**config.mk**
```make
export PLATFORM = sky130hd
export DESIGN_NAME = hsi_to_rgb_color_convert
export DESIGN_NICKNAME = d
export VERILOG_FILES = /design/src/rtl/hsi2rgb_pkg.sv /design/src/rtl/hsi_to_rgb_color_convert.sv
export SDC_FILE = /design/constraint.sdc
export NUM_CORES = 2
export LEC_CHECK = 0
export ABC_CLOCK_PERIOD_IN_PS = 52400
export BUFFER_PORTS_ARGS = -buffer_cell sky130_fd_sc_hd__buf_2
export CORE_MARGIN = 2
export CORE_UTILIZATION = 42
export CTS_BUF_LIST = sky130_fd_sc_hd__clkbuf_16
export DETAILED_ROUTE_END_ITERATION = 12
export PLACE_DENSITY = 0.57
export SLEW_MARGIN = 20
export SYNTH_ARGS = -nofsm -noshare
export SYNTH_HDL_FRONTEND = slang
export SYNTH_SLANG_ARGS = --single-unit
```
**constraint.sdc**
```tcl
create_clock -name i_clk -period 52.4 [get_ports i_clk]
set_input_delay 5.24 -clock i_clk [delete_from_list [all_inputs] [get_ports i_clk]]
set_output_delay 5.24 -clock i_clk [all_outputs]
set_load 0.02 [all_outputs]
```
**src/rtl/hsi2rgb_pkg.sv**
```systemverilog
// hsi2rgb_pkg: shared widths, constants and types for the HSI to RGB converter.
// No dependencies; used by hsi_to_rgb_color_convert.
package hsi2rgb_pkg;

    // fixed word field widths
    localparam int HUE_W = 16;
    localparam int LVL_W = 18;
    localparam int OUT_W = 17;

    // hue wheel in whole degrees
    localparam int DEG_TURN = 360;
    localparam int DEG_SEXT = 60;

    // pipeline depth, input register to output register
    localparam int N_STG = 10;

    // sextant of the wrapped hue
    typedef enum logic [2:0] {
        SX_0 = 3'd0,
        SX_1 = 3'd1,
        SX_2 = 3'd2,
        SX_3 = 3'd3,
        SX_4 = 3'd4,
        SX_5 = 3'd5
    } t_sextant;

endpackage

```
**src/rtl/hsi_to_rgb_color_convert.sv**
```systemverilog
// hsi_to_rgb_color_convert: pipelined hue/saturation/intensity to RGB converter.
// Depends on hsi2rgb_pkg.
//
// Usage:
//   Input channel (i_in_valid / o_in_ready) carries one word: signed hue in
//   2^-HUE_FRAC_BITS degree units plus signed saturation and intensity
//   (1.0 = 2^FRAC_BITS). Output channel (o_out_valid / i_out_ready) returns
//   one word per input: red, green, blue, 1.0 = 2^FRAC_BITS, 17 bits each.
//   Throughput is one word per cycle while the receiver does not stall: the
//   ten register stages each hold one word and advance together. Hue wrap
//   and the hue fraction use reciprocal multiplies with a one-step
//   correction; the saturation/intensity products use the multipliers in
//   S2, S8 and S9.
//   The final stage is the output register. When the receiver stalls with a
//   word waiting, the whole pipe holds and o_in_ready drops; bubbles are not
//   squeezed out. A stalled word is never lost or repeated.
//   Reset (synchronous, active low) clears all valid bits; the block keeps no
//   other state, so the pipe is empty and ready right after reset.
module hsi_to_rgb_color_convert #(
    parameter int FRAC_BITS     = 16,
    parameter int HUE_FRAC_BITS = 4
) (
    input  logic                                   i_clk,
    input  logic                                   i_rst_n,
    input  logic                                   i_in_valid,
    output logic                                   o_in_ready,
    input  logic signed [hsi2rgb_pkg::HUE_W-1:0]   i_hue_angle,
    input  logic signed [hsi2rgb_pkg::LVL_W-1:0]   i_sat_level,
    input  logic signed [hsi2rgb_pkg::LVL_W-1:0]   i_int_level,
    output logic                                   o_out_valid,
    input  logic                                   i_out_ready,
    output logic        [hsi2rgb_pkg::OUT_W-1:0]   o_red,
    output logic        [hsi2rgb_pkg::OUT_W-1:0]   o_green,
    output logic        [hsi2rgb_pkg::OUT_W-1:0]   o_blue
);

    // ---------------------------------------------------------------
    // Derived constants
    // ---------------------------------------------------------------
    localparam int W_F   = FRAC_BITS;
    localparam int W_ONE = FRAC_BITS + 1;              // holds 1.0
    localparam logic [W_ONE-1:0] ONE_V = {1'b1, {W_F{1'b0}}};

    localparam int TURN = hsi2rgb_pkg::DEG_TURN << HUE_FRAC_BITS;
    localparam int SEXT = hsi2rgb_pkg::DEG_SEXT << HUE_FRAC_BITS;

    // hue is biased by a whole number of turns so it is never negative
    localparam int HUE_SPAN = 1 << (hsi2rgb_pkg::HUE_W - 1);
    localparam int OFFSET   = ((HUE_SPAN + TURN - 1) / TURN) * TURN;
    localparam int MAXU     = OFFSET + HUE_SPAN - 1;
    localparam int W_U      = $clog2(MAXU + 1);

    // turn count: q0 = (u * MT) >> W_U is floor(u/TURN) or one less
    localparam longint unsigned MT = (64'd1 << W_U) / TURN;
    localparam int W_MT = $clog2(MT + 1);
    localparam int W_Q  = $clog2(MAXU / TURN + 1);

    localparam int W_H1 = $clog2(2 * TURN);
    localparam int W_H  = $clog2(TURN);
    localparam int W_R  = $clog2(SEXT);

    // hue fraction: f0 = (rem * MF) >> W_R is floor(rem*ONE/SEXT) or one less
    localparam longint unsigned MF = (64'd1 << (W_F + W_R)) / SEXT;
    localparam int W_MF = $clog2(MF + 1);
    localparam int W_N  = W_R + W_F;

    localparam int W_CMP = (hsi2rgb_pkg::LVL_W - 1 > W_ONE) ?
                           hsi2rgb_pkg::LVL_W - 1 : W_ONE;
    localparam int W_PAD = (W_ONE > hsi2rgb_pkg::OUT_W) ? W_ONE : hsi2rgb_pkg::OUT_W;
    localparam int N_STG = hsi2rgb_pkg::N_STG;

    // ---------------------------------------------------------------
    // Helpers
    // ---------------------------------------------------------------
    function automatic logic [W_ONE-1:0] clamp_lvl(input logic signed [hsi2rgb_pkg::LVL_W-1:0] v);
        logic [W_CMP-1:0] mag;
        logic [W_ONE-1:0] res;
        mag = W_CMP'(v[hsi2rgb_pkg::LVL_W-2:0]);
        priority if (v[hsi2rgb_pkg::LVL_W-1]) begin
            res = '0;
        end else if (mag > W_CMP'(ONE_V)) begin
            res = ONE_V;
        end else begin
            res = W_ONE'(mag);
        end
        return res;
    endfunction

    // truncating fixed-point product, operands and result in 0..1.0
    function automatic logic [W_ONE-1:0] mul_fx(input logic [W_ONE-1:0] a,
                                                input logic [W_ONE-1:0] b);
        logic [2*W_ONE-1:0] p;
        p = (2*W_ONE)'(a) * (2*W_ONE)'(b);
        return W_ONE'(p >> W_F);
    endfunction

    function automatic logic [hsi2rgb_pkg::OUT_W-1:0] to_out(input logic [W_ONE-1:0] v);
        logic [W_PAD-1:0] pad;
        pad = W_PAD'(v);
        return pad[hsi2rgb_pkg::OUT_W-1:0];
    endfunction

    // ---------------------------------------------------------------
    // Flow control: all stages advance together
    // ---------------------------------------------------------------
    logic             w_adv;
    logic [N_STG-1:0] r_vld;

    assign w_adv       = ~r_vld[N_STG-1] | i_out_ready;
    assign o_in_ready  = w_adv;
    assign o_out_valid = r_vld[N_STG-1];

    always_ff @(posedge i_clk) begin
        if (!i_rst_n) begin
            r_vld <= '0;
        end else if (w_adv) begin
            r_vld <= {r_vld[N_STG-2:0], i_in_valid};
        end
    end

    // ---------------------------------------------------------------
    // Stage registers
    // ---------------------------------------------------------------
    // S1: bias hue, clamp S and I
    logic [W_U-1:0]   r_s1_u,   n_s1_u;
    logic [W_ONE-1:0] r_s1_s,   n_s1_s;
    logic [W_ONE-1:0] r_s1_i,   n_s1_i;
    logic [W_ONE-1:0] r_s1_oms, n_s1_oms;
    logic             r_s1_grey, n_s1_grey;
    // S2: turn estimate, c1
    logic [W_Q-1:0]   r_s2_q, n_s2_q;
    logic [W_U-1:0]   r_s2_u;
    logic [W_ONE-1:0] r_s2_s, r_s2_i;
    logic [W_ONE-1:0] r_s2_c1, n_s2_c1;
    logic             r_s2_grey;
    logic [W_U+W_MT-1:0] s2_prod;
    // S3: partial wrap
    logic [W_H1-1:0]  r_s3_h1, n_s3_h1;
    logic [W_ONE-1:0] r_s3_s, r_s3_i, r_s3_c1;
    logic             r_s3_grey;
    // S4: wrapped hue
    logic [W_H-1:0]   r_s4_h, n_s4_h;
    logic [W_ONE-1:0] r_s4_s, r_s4_i, r_s4_c1;
    logic             r_s4_grey;
    // S5: sextant and remainder
    hsi2rgb_pkg::t_sextant r_s5_sx, n_s5_sx;
    logic [W_R-1:0]   r_s5_rem, n_s5_rem;
    logic [W_ONE-1:0] r_s5_s, r_s5_i, r_s5_c1;
    logic             r_s5_grey;
    // S6: fraction estimate
    logic [W_F-1:0]   r_s6_f0, n_s6_f0;
    logic [W_R-1:0]   r_s6_rem;
    hsi2rgb_pkg::t_sextant r_s6_sx;
    logic [W_ONE-1:0] r_s6_s, r_s6_i, r_s6_c1;
    logic             r_s6_grey;
    logic [W_R+W_MF-1:0] s6_prod;
    // S7: exact fraction
    logic [W_F-1:0]   r_s7_f, n_s7_f;
    logic [W_N-1:0]   s7_chk;
    hsi2rgb_pkg::t_sextant r_s7_sx;
    logic [W_ONE-1:0] r_s7_s, r_s7_i, r_s7_c1;
    logic             r_s7_grey;
    // S8: 1 - S*f and 1 - S*(1-f)
    logic [W_ONE-1:0] r_s8_a, n_s8_a;
    logic [W_ONE-1:0] r_s8_b, n_s8_b;
    hsi2rgb_pkg::t_sextant r_s8_sx;
    logic [W_ONE-1:0] r_s8_i, r_s8_c1;
    logic             r_s8_grey;
    // S9: c2, c3
    logic [W_ONE-1:0] r_s9_c2, n_s9_c2;
    logic [W_ONE-1:0] r_s9_c3, n_s9_c3;
    hsi2rgb_pkg::t_sextant r_s9_sx;
    logic [W_ONE-1:0] r_s9_i, r_s9_c1;
    logic             r_s9_grey;
    // S10: output register
    logic [hsi2rgb_pkg::OUT_W-1:0] r_s10_r, n_s10_r;
    logic [hsi2rgb_pkg::OUT_W-1:0] r_s10_g, n_s10_g;
    logic [hsi2rgb_pkg::OUT_W-1:0] r_s10_b, n_s10_b;
    logic             r_s10_grey;

    // ---------------------------------------------------------------
    // Stage logic
    // ---------------------------------------------------------------
    always_comb begin
        // S1
        n_s1_u    = W_U'(i_hue_angle) + W_U'(OFFSET);
        n_s1_s    = clamp_lvl(i_sat_level);
        n_s1_i    = clamp_lvl(i_int_level);
        n_s1_oms  = ONE_V - n_s1_s;
        n_s1_grey = (n_s1_s == '0);

        // S2: reciprocal multiply for the turn count; c1 = I(1-S) alongside
        s2_prod = (W_U+W_MT)'(r_s1_u) * (W_U+W_MT)'(MT);
        n_s2_q  = W_Q'(s2_prod >> W_U);
        n_s2_c1 = mul_fx(r_s1_i, r_s1_oms);

        // S3: u - q0*TURN lands in 0 .. 2*TURN-1
        n_s3_h1 = W_H1'(r_s2_u - W_U'(W_U'(r_s2_q) * W_U'(TURN)));

        // S4: one conditional subtract finishes the wrap
        n_s4_h = (r_s3_h1 >= W_H1'(TURN)) ? W_H'(r_s3_h1 - W_H1'(TURN)) : W_H'(r_s3_h1);

        // S5: sextant by threshold compare
        priority if (r_s4_h >= W_H'(5 * SEXT)) begin
            n_s5_sx  = hsi2rgb_pkg::SX_5;
            n_s5_rem = W_R'(r_s4_h - W_H'(5 * SEXT));
        end else if (r_s4_h >= W_H'(4 * SEXT)) begin
            n_s5_sx  = hsi2rgb_pkg::SX_4;
            n_s5_rem = W_R'(r_s4_h - W_H'(4 * SEXT));
        end else if (r_s4_h >= W_H'(3 * SEXT)) begin
            n_s5_sx  = hsi2rgb_pkg::SX_3;
            n_s5_rem = W_R'(r_s4_h - W_H'(3 * SEXT));
        end else if (r_s4_h >= W_H'(2 * SEXT)) begin
            n_s5_sx  = hsi2rgb_pkg::SX_2;
            n_s5_rem = W_R'(r_s4_h - W_H'(2 * SEXT));
        end else if (r_s4_h >= W_H'(SEXT)) begin
            n_s5_sx  = hsi2rgb_pkg::SX_1;
            n_s5_rem = W_R'(r_s4_h - W_H'(SEXT));
        end else begin
            n_s5_sx  = hsi2rgb_pkg::SX_0;
            n_s5_rem = W_R'(r_s4_h);
        end

        // S6: fraction estimate
        s6_prod = (W_R+W_MF)'(r_s5_rem) * (W_R+W_MF)'(MF);
        n_s6_f0 = W_F'(s6_prod >> W_R);

        // S7: bump the estimate if the remainder is still a full sextant
        s7_chk = {r_s6_rem, {W_F{1'b0}}} - W_N'(W_N'(r_s6_f0) * W_N'(SEXT));
        n_s7_f = (s7_chk >= W_N'(SEXT)) ? r_s6_f0 + W_F'(1) : r_s6_f0;

        // S8
        n_s8_a = ONE_V - mul_fx(r_s7_s, W_ONE'(r_s7_f));
        n_s8_b = ONE_V - mul_fx(r_s7_s, ONE_V - W_ONE'(r_s7_f));

        // S9
        n_s9_c2 = mul_fx(r_s8_i, r_s8_a);
        n_s9_c3 = mul_fx(r_s8_i, r_s8_b);

        // S10: route candidates; hue 0 is blue, 120 red, 240 green
        if (r_s9_grey) begin
            n_s10_r = to_out(r_s9_i);
            n_s10_g = to_out(r_s9_i);
            n_s10_b = to_out(r_s9_i);
        end else begin
            unique case (r_s9_sx)
                hsi2rgb_pkg::SX_0: begin
                    n_s10_r = to_out(r_s9_c3);
                    n_s10_g = to_out(r_s9_c1);
                    n_s10_b = to_out(r_s9_i);
                end
                hsi2rgb_pkg::SX_1: begin
                    n_s10_r = to_out(r_s9_i);
                    n_s10_g = to_out(r_s9_c1);
                    n_s10_b = to_out(r_s9_c2);
                end
                hsi2rgb_pkg::SX_2: begin
                    n_s10_r = to_out(r_s9_i);
                    n_s10_g = to_out(r_s9_c3);
                    n_s10_b = to_out(r_s9_c1);
                end
                hsi2rgb_pkg::SX_3: begin
                    n_s10_r = to_out(r_s9_c2);
                    n_s10_g = to_out(r_s9_i);
                    n_s10_b = to_out(r_s9_c1);
                end
                hsi2rgb_pkg::SX_4: begin
                    n_s10_r = to_out(r_s9_c1);
                    n_s10_g = to_out(r_s9_i);
                    n_s10_b = to_out(r_s9_c3);
                end
                default: begin
                    n_s10_r = to_out(r_s9_c1);
                    n_s10_g = to_out(r_s9_c2);
                    n_s10_b = to_out(r_s9_i);
                end
            endcase
        end
    end

    // payload registers, no reset
    always_ff @(posedge i_clk) begin
        if (w_adv) begin
            r_s1_u     <= n_s1_u;
            r_s1_s     <= n_s1_s;
            r_s1_i     <= n_s1_i;
            r_s1_oms   <= n_s1_oms;
            r_s1_grey  <= n_s1_grey;

            r_s2_q     <= n_s2_q;
            r_s2_u     <= r_s1_u;
            r_s2_s     <= r_s1_s;
            r_s2_i     <= r_s1_i;
            r_s2_c1    <= n_s2_c1;
            r_s2_grey  <= r_s1_grey;

            r_s3_h1    <= n_s3_h1;
            r_s3_s     <= r_s2_s;
            r_s3_i     <= r_s2_i;
            r_s3_c1    <= r_s2_c1;
            r_s3_grey  <= r_s2_grey;

            r_s4_h     <= n_s4_h;
            r_s4_s     <= r_s3_s;
            r_s4_i     <= r_s3_i;
            r_s4_c1    <= r_s3_c1;
            r_s4_grey  <= r_s3_grey;

            r_s5_sx    <= n_s5_sx;
            r_s5_rem   <= n_s5_rem;
            r_s5_s     <= r_s4_s;
            r_s5_i     <= r_s4_i;
            r_s5_c1    <= r_s4_c1;
            r_s5_grey  <= r_s4_grey;

            r_s6_f0    <= n_s6_f0;
            r_s6_rem   <= r_s5_rem;
            r_s6_sx    <= r_s5_sx;
            r_s6_s     <= r_s5_s;
            r_s6_i     <= r_s5_i;
            r_s6_c1    <= r_s5_c1;
            r_s6_grey  <= r_s5_grey;

            r_s7_f     <= n_s7_f;
            r_s7_sx    <= r_s6_sx;
            r_s7_s     <= r_s6_s;
            r_s7_i     <= r_s6_i;
            r_s7_c1    <= r_s6_c1;
            r_s7_grey  <= r_s6_grey;

            r_s8_a     <= n_s8_a;
            r_s8_b     <= n_s8_b;
            r_s8_sx    <= r_s7_sx;
            r_s8_i     <= r_s7_i;
            r_s8_c1    <= r_s7_c1;
            r_s8_grey  <= r_s7_grey;

            r_s9_c2    <= n_s9_c2;
            r_s9_c3    <= n_s9_c3;
            r_s9_sx    <= r_s8_sx;
            r_s9_i     <= r_s8_i;
            r_s9_c1    <= r_s8_c1;
            r_s9_grey  <= r_s8_grey;

            r_s10_r    <= n_s10_r;
            r_s10_g    <= n_s10_g;
            r_s10_b    <= n_s10_b;
            r_s10_grey <= r_s9_grey;
        end
    end

    assign o_red   = r_s10_r;
    assign o_green = r_s10_g;
    assign o_blue  = r_s10_b;

    // ---------------------------------------------------------------
    // Assertions
    // ---------------------------------------------------------------
    // accepted word shows up in the first stage
    a_accept_s1: assert property (@(posedge i_clk) disable iff (!i_rst_n)
        (i_in_valid && o_in_ready) |=> r_vld[0])
        else $error("accepted word missing from stage 1");

    // hue wrap lands inside one turn
    a_hue_wrap: assert property (@(posedge i_clk) disable iff (!i_rst_n)
        r_vld[3] |-> (r_s4_h < W_H'(TURN)))
        else $error("wrapped hue out of range");

    // fraction estimate is off by at most one
    a_frac_est: assert property (@(posedge i_clk) disable iff (!i_rst_n)
        r_vld[5] |-> (s7_chk < W_N'(2 * SEXT)))
        else $error("hue fraction estimate off by more than one");

    // grey words come out with equal channels
    a_grey_out: assert property (@(posedge i_clk) disable iff (!i_rst_n)
        (o_out_valid && r_s10_grey) |-> (o_red == o_green && o_green == o_blue))
        else $error("grey word with unequal channels");

endmodule

```
* Word level (Yosys, flattened, before mapping)
Index checks and enable logic that the tools add are counted.
** Operators by class
- Add/sub/neg operators :: 14
- Multipliers :: 9
- Order comparisons :: 9
- Eq/ne operators :: 4
- Mux-type cells :: 20
- Bitwise operators :: 2
- Reduce and logical (&&, ||, !) cells :: 8
** Operator list (number)
- $pmux 17 s3 :: 3
- $mul 17x17->33 :: 4
- $mux 17 :: 6
- $sub 17x17->17 const A :: 3
- $mux 10 :: 5
- $sub 10x10->10 const B :: 5
- $gt 17x17->1 const B :: 2
- $mul 17x16->33 :: 1
- $ge 13x12->1 const B :: 2
- $ge 26x10->1 const B :: 1
- $mul 10x17->26 const B :: 1
- $sub 26x26->26 :: 1
- $mul 16x4->20 const B :: 1
- $mul 17x4->20 const B :: 1
- $add 16x17->17 const B :: 1
- $logic_not 17->1 :: 1
- $sub 17x16->17 const A :: 1
- $add 16x1->16 const B :: 1
- $mux 16 :: 1
- $ge 14x13->1 const B :: 1
- $sub 14x14->14 :: 1
- $ge 13x10->1 const B :: 1
- $ge 13x11->1 const B :: 1
- $ge 13x13->1 const B :: 1
- other kinds (12) :: 20
** Word-level totals
- Bits in registers :: 692
- Input bits :: 56
- Output and inout port bits :: 53
- Word-level logic and storage cells :: 124

* Longest topological paths before layout
- Depth after elaboration :: 6
- Gate-level depth with buffers :: 35
- Mapped depth without buffers :: 31

* Worst setup path before layout
No wires, ideal clock.
- Path type :: input port to flip-flop
- From :: input i_out_ready
- To :: register r_s10_b (netlist bit o_blue[0]) (enable)
- Library setup time :: 5.396 ns
- Data arrival time :: 17.837 ns
- Path slack :: 29.167 ns
- Stages on the path :: 2
- Cell sequence :: nor2b_1 > clkinv_1
** On the way
- Longest elaborated chain between the ends :: 1
** RTL lines
- start: declaration :: RTL line hsi_to_rgb_color_convert.sv:31 : input logic i_out_ready,
- $or 1x1->1 :: RTL line hsi_to_rgb_color_convert.sv:109 : assign w_adv = ~r_vld[N_STG-1] | i_out_ready;
- via o_in_ready :: RTL line hsi_to_rgb_color_convert.sv:26 : output logic o_in_ready,
- end signal: assignment :: RTL line hsi_to_rgb_color_convert.sv:347 : r_s10_b <= n_s10_b;
- end: declaration :: RTL line hsi_to_rgb_color_convert.sv:178 : logic [hsi2rgb_pkg::OUT_W-1:0] r_s10_b, n_s10_b;
The timed path passes the listed nets, and every way through them passes these cells.
A chain may end at the register's enable or synchronous reset.

* Worst setup path after layout
- From :: input i_out_ready
- To :: output o_in_ready
** On the way
- Longest elaborated chain between the ends :: 1
** RTL lines (RTL line)
- $or 1x1->1 :: hsi_to_rgb_color_convert.sv:109
- end: declaration :: hsi_to_rgb_color_convert.sv:26
Every way passes these cells.

==> impl_results.rst <==
.. list-table::
   :header-rows: 1

   * - Metric
     - Value
   * - Global router's overall resource usage
     - 18.5%
   * - Most common cell in the synthesized netlist
     - sky130_fd_sc_hd__inv_1
   * - Number of sinks on the clock net
     - 691
   * - Number of nets with antenna violations after detailed routing
     - 0
   * - Post-cts gate resize count
     - 0
   * - Largest incremental delay on the critical path
     - 730 ps
   * - PnR Total Power
     - 4.80 mW
   * - Area contributors post-synth
     - sky130_fd_sc_hd__fa_1 31%, sky130_fd_sc_hd__edfxtp_1 28%, sky130_fd_sc_hd__ha_1 11%, sky130_fd_sc_hd__inv_1 7.2%, sky130_fd_sc_hd__nand2_1 5.3%
   * - Via density per instance
     - 5.04
   * - Synthesized area per cell
     - 10.5 um^2
   * - Clock-pin transition on the worst setup and hold timing paths
     - 60 ps
   * - Largest buffer count on any clock path
     - 3
   * - Cell with the largest stage delay on the worst path
     - sky130_fd_sc_hd__nor2b_1
   * - Area of the multi-input gates
     - 0.0467 mm^2
   * - Max H-tree Level
     - 3
   * - Number of antenna violations at the first check in global routing
     - 5
   * - Critical path startpoint category
     - input pin
   * - Number of synthesized flops with an enable pin
     - 681
   * - Final core occ
     - 45.6%
   * - WP buf/inv
     - 3
   * - Post-synthesis sequential area ratio
     - 28.0%
   * - Number of failing setup endpoints in the final timing report
     - 0
   * - Count of TritonRoute iterations in the first routing pass
     - 6
   * - Launching instance or port of the critical path
     - i_out_ready
   * - Port Buf Inserts
     - 108
   * - Cell area power density
     - 60.5 mW/mm^2
   * - Share of flip-flops with an asynchronous set or reset after synthesis
     - 0%
   * - Required @ worst endpoint
     - 47160 ps
   * - Maximum fanout count along the critical path
     - 129
   * - Remaining design rule violation count
     - 0
   * - Share of layout cells above drive strength 1
     - 5.39%
   * - Initial drt markers
     - 2626
   * - F_max
     - 0.0825 GHz
   * - Die Y
     - 423 um
   * - CP dominant cell by count
     - sky130_fd_sc_hd__buf_2
   * - Final layout net count
     - 8852
   * - Start point of the worst hold path
     - r_s3_s[13]
   * - Primary FF master, synth
     - sky130_fd_sc_hd__edfxtp_1
   * - Total detailed-routing wirelength
     - 161000 um
   * - Global placer's final weighted congestion
     - 0.829
   * - Cell-by-cell listing of the critical path
     - buf_2, nor2b_1, inv_8, buf_2
   * - Post-detailed-route wirelength per cell
     - 17.1 um
   * - CP delay by family, top
     - buffers and inverters
   * - Synth warn
     - 0
   * - Final critical-path share of the clock period
     - 23.1%
   * - Final hold viol count
     - 0
   * - Area of the die
     - 0.179 mm^2
   * - Tightest Pin Transition
     - 1140 ps
   * - Area growth from synthesis to layout
     - 7.64%
   * - Post-CTS setup-driven buffer insertion count
     - 0
   * - Post-Synthesis Cells
     - 7029
   * - Wire length of the first global-routing pass
     - 266000 um
   * - Net Count, Synth
     - 8878
   * - Yosys top cell area share
     - 30.9%
   * - Max rail drop VDD
     - 0.000108 V
   * - Total global routing overflow
     - 0
   * - Number of buffers created by CTS
     - 77
   * - TNS Setup
     - 0 ps
   * - Cell taking the most area after synthesis
     - sky130_fd_sc_hd__fa_1
   * - Core region area
     - 0.174 mm^2
   * - Max-Slew Margin vs Limit
     - 23.8%
   * - Post-CTS Hold Buffers
     - 0
   * - Initial standard-cell utilization of the core
     - 42.3%
   * - Number of distinct library cells after synthesis
     - 95
   * - Number of top-level pins
     - 109
   * - Category of the worst setup path capture point
     - primary output
   * - Max cap viols
     - 0
   * - Final-report max-slew violation count
     - 0
   * - Hold_ws
     - 382 ps
   * - Vias post-DR
     - 47300
   * - Arr. time, crit path
     - 6880 ps
   * - Cell area after synthesis
     - 0.0738 mm^2
   * - Leakage power summed over all cells
     - 36.9 nW
   * - Worst Clk Skew
     - 47.5 ps
   * - Clock insertion delay at the later pin of the skew report
     - 690 ps
   * - Filler cell count in the final layout
     - 16500
   * - Status
     - finished, final reports clean
   * - HPWL after detailed placement
     - 117000 um
   * - Reg2reg start
     - r_s7_f[7]
   * - Tightest Hold Check Type
     - reg2reg
   * - Commonest cells post-synth
     - 1417 x sky130_fd_sc_hd__inv_1, 1140 x sky130_fd_sc_hd__fa_1, 1050 x sky130_fd_sc_hd__nand2_1, 681 x sky130_fd_sc_hd__edfxtp_1, 653 x sky130_fd_sc_hd__ha_1
   * - Minimum setup slack in the final design
     - 40280 ps
   * - RSZ-0062 raised after global routing
     - false
   * - Die Width
     - 423 um
   * - # rows
     - 153
   * - Via count of the first global-routing pass
     - 50600
   * - Clock period minus final worst setup slack
     - 12120 ps
   * - Pin count of the biggest net entering global routing
     - 177
   * - Dpl ws
     - 40220 ps
   * - Worst Path Class, Setup
     - in2out
   * - CTS Root Cell
     - sky130_fd_sc_hd__clkbuf_16
   * - TritonCTS clock tree
     - built
   * - Combined flip-flop and latch cell area
     - 0.0206 mm^2
   * - Number of synthesized register bits
     - 691
-- cell type report --
| class | count | share of cell area (%) |
|---|---|---|
| Multi-Input combinational cell | 4612 | 58.8 |
| Sequential cell | 691 | 26.0 |
| Inverter | 1418 | 6.71 |
| Tap cell | 2325 | 3.66 |
| Clock buffer | 78 | 2.46 |
| Timing Repair Buffer | 203 | 1.59 |
| Clock inverter | 65 | 0.733 |
| Antenna cell | 1 | 0.00315 |
-- placed cells by master (no fill, tap or decap), drive strengths merged, types with 30 or more instances in the layout --
master,instances
inv,1438
fa,1140
nand2,1051
edfxtp,681
ha,653
and2,499
buf,203
nor2,186
a21oi,150
xnor2,144
o21ai,92
clkbuf,78
mux2i,75
xor2,61
nand3,53
nor3,50
a21o,38
clkinv,37
o22a,34
o21a,30
-- report_power, final --
part	switching [mW]	internal [mW]	leakage, nW
combinational	1.92	1.36	27.8
sequential	0.162	0.831	7.83
clock	0.230	0.302	1.28
total	2.31	2.49	36.9
-- through the flow --
step | area (um^2) | cells
after floorplan | 73800 | 7029
after global placement | 76900 | 9249
after detailed placement | 76900 | 9249
after CTS | 79400 | 9392
after global routing | 79400 | 9392
final | 79400 | 9393
-- kinds of logic after synthesis --
kind of cell / after synthesis / synth area share (%)
compound gates: 519 / 4.76
xor+xnor: 205 / 2.44
fa+ha+maj: 1793 / 42.0
buf+inv: 1726 / 8.81
flops: 691 / 28.0
mux: 76 / 1.03
simple gates: 2019 / 12.9
-- per-layer routing --
layer  part of all wire [%]  vias up  GRT usage [%]
li1                       -    21900              -
met2                     48     1007           31.1
met5                      0        -              0
met3                    4.9      194           2.58
met1                     45    24200           25.3
met4                    1.9        0           4.24
-- final timing paths --
path                                   end  slack [ps]  depth (start not counted)
worst max-delay path            o_in_ready       40280                          4
worst min-delay path            r_s4_s[13]         380                          0
worst max register to register  r_s8_b[16]       43290                         29
worst min register to register  r_s4_s[13]         380                          0
Power figures use the tool's default switching activity.
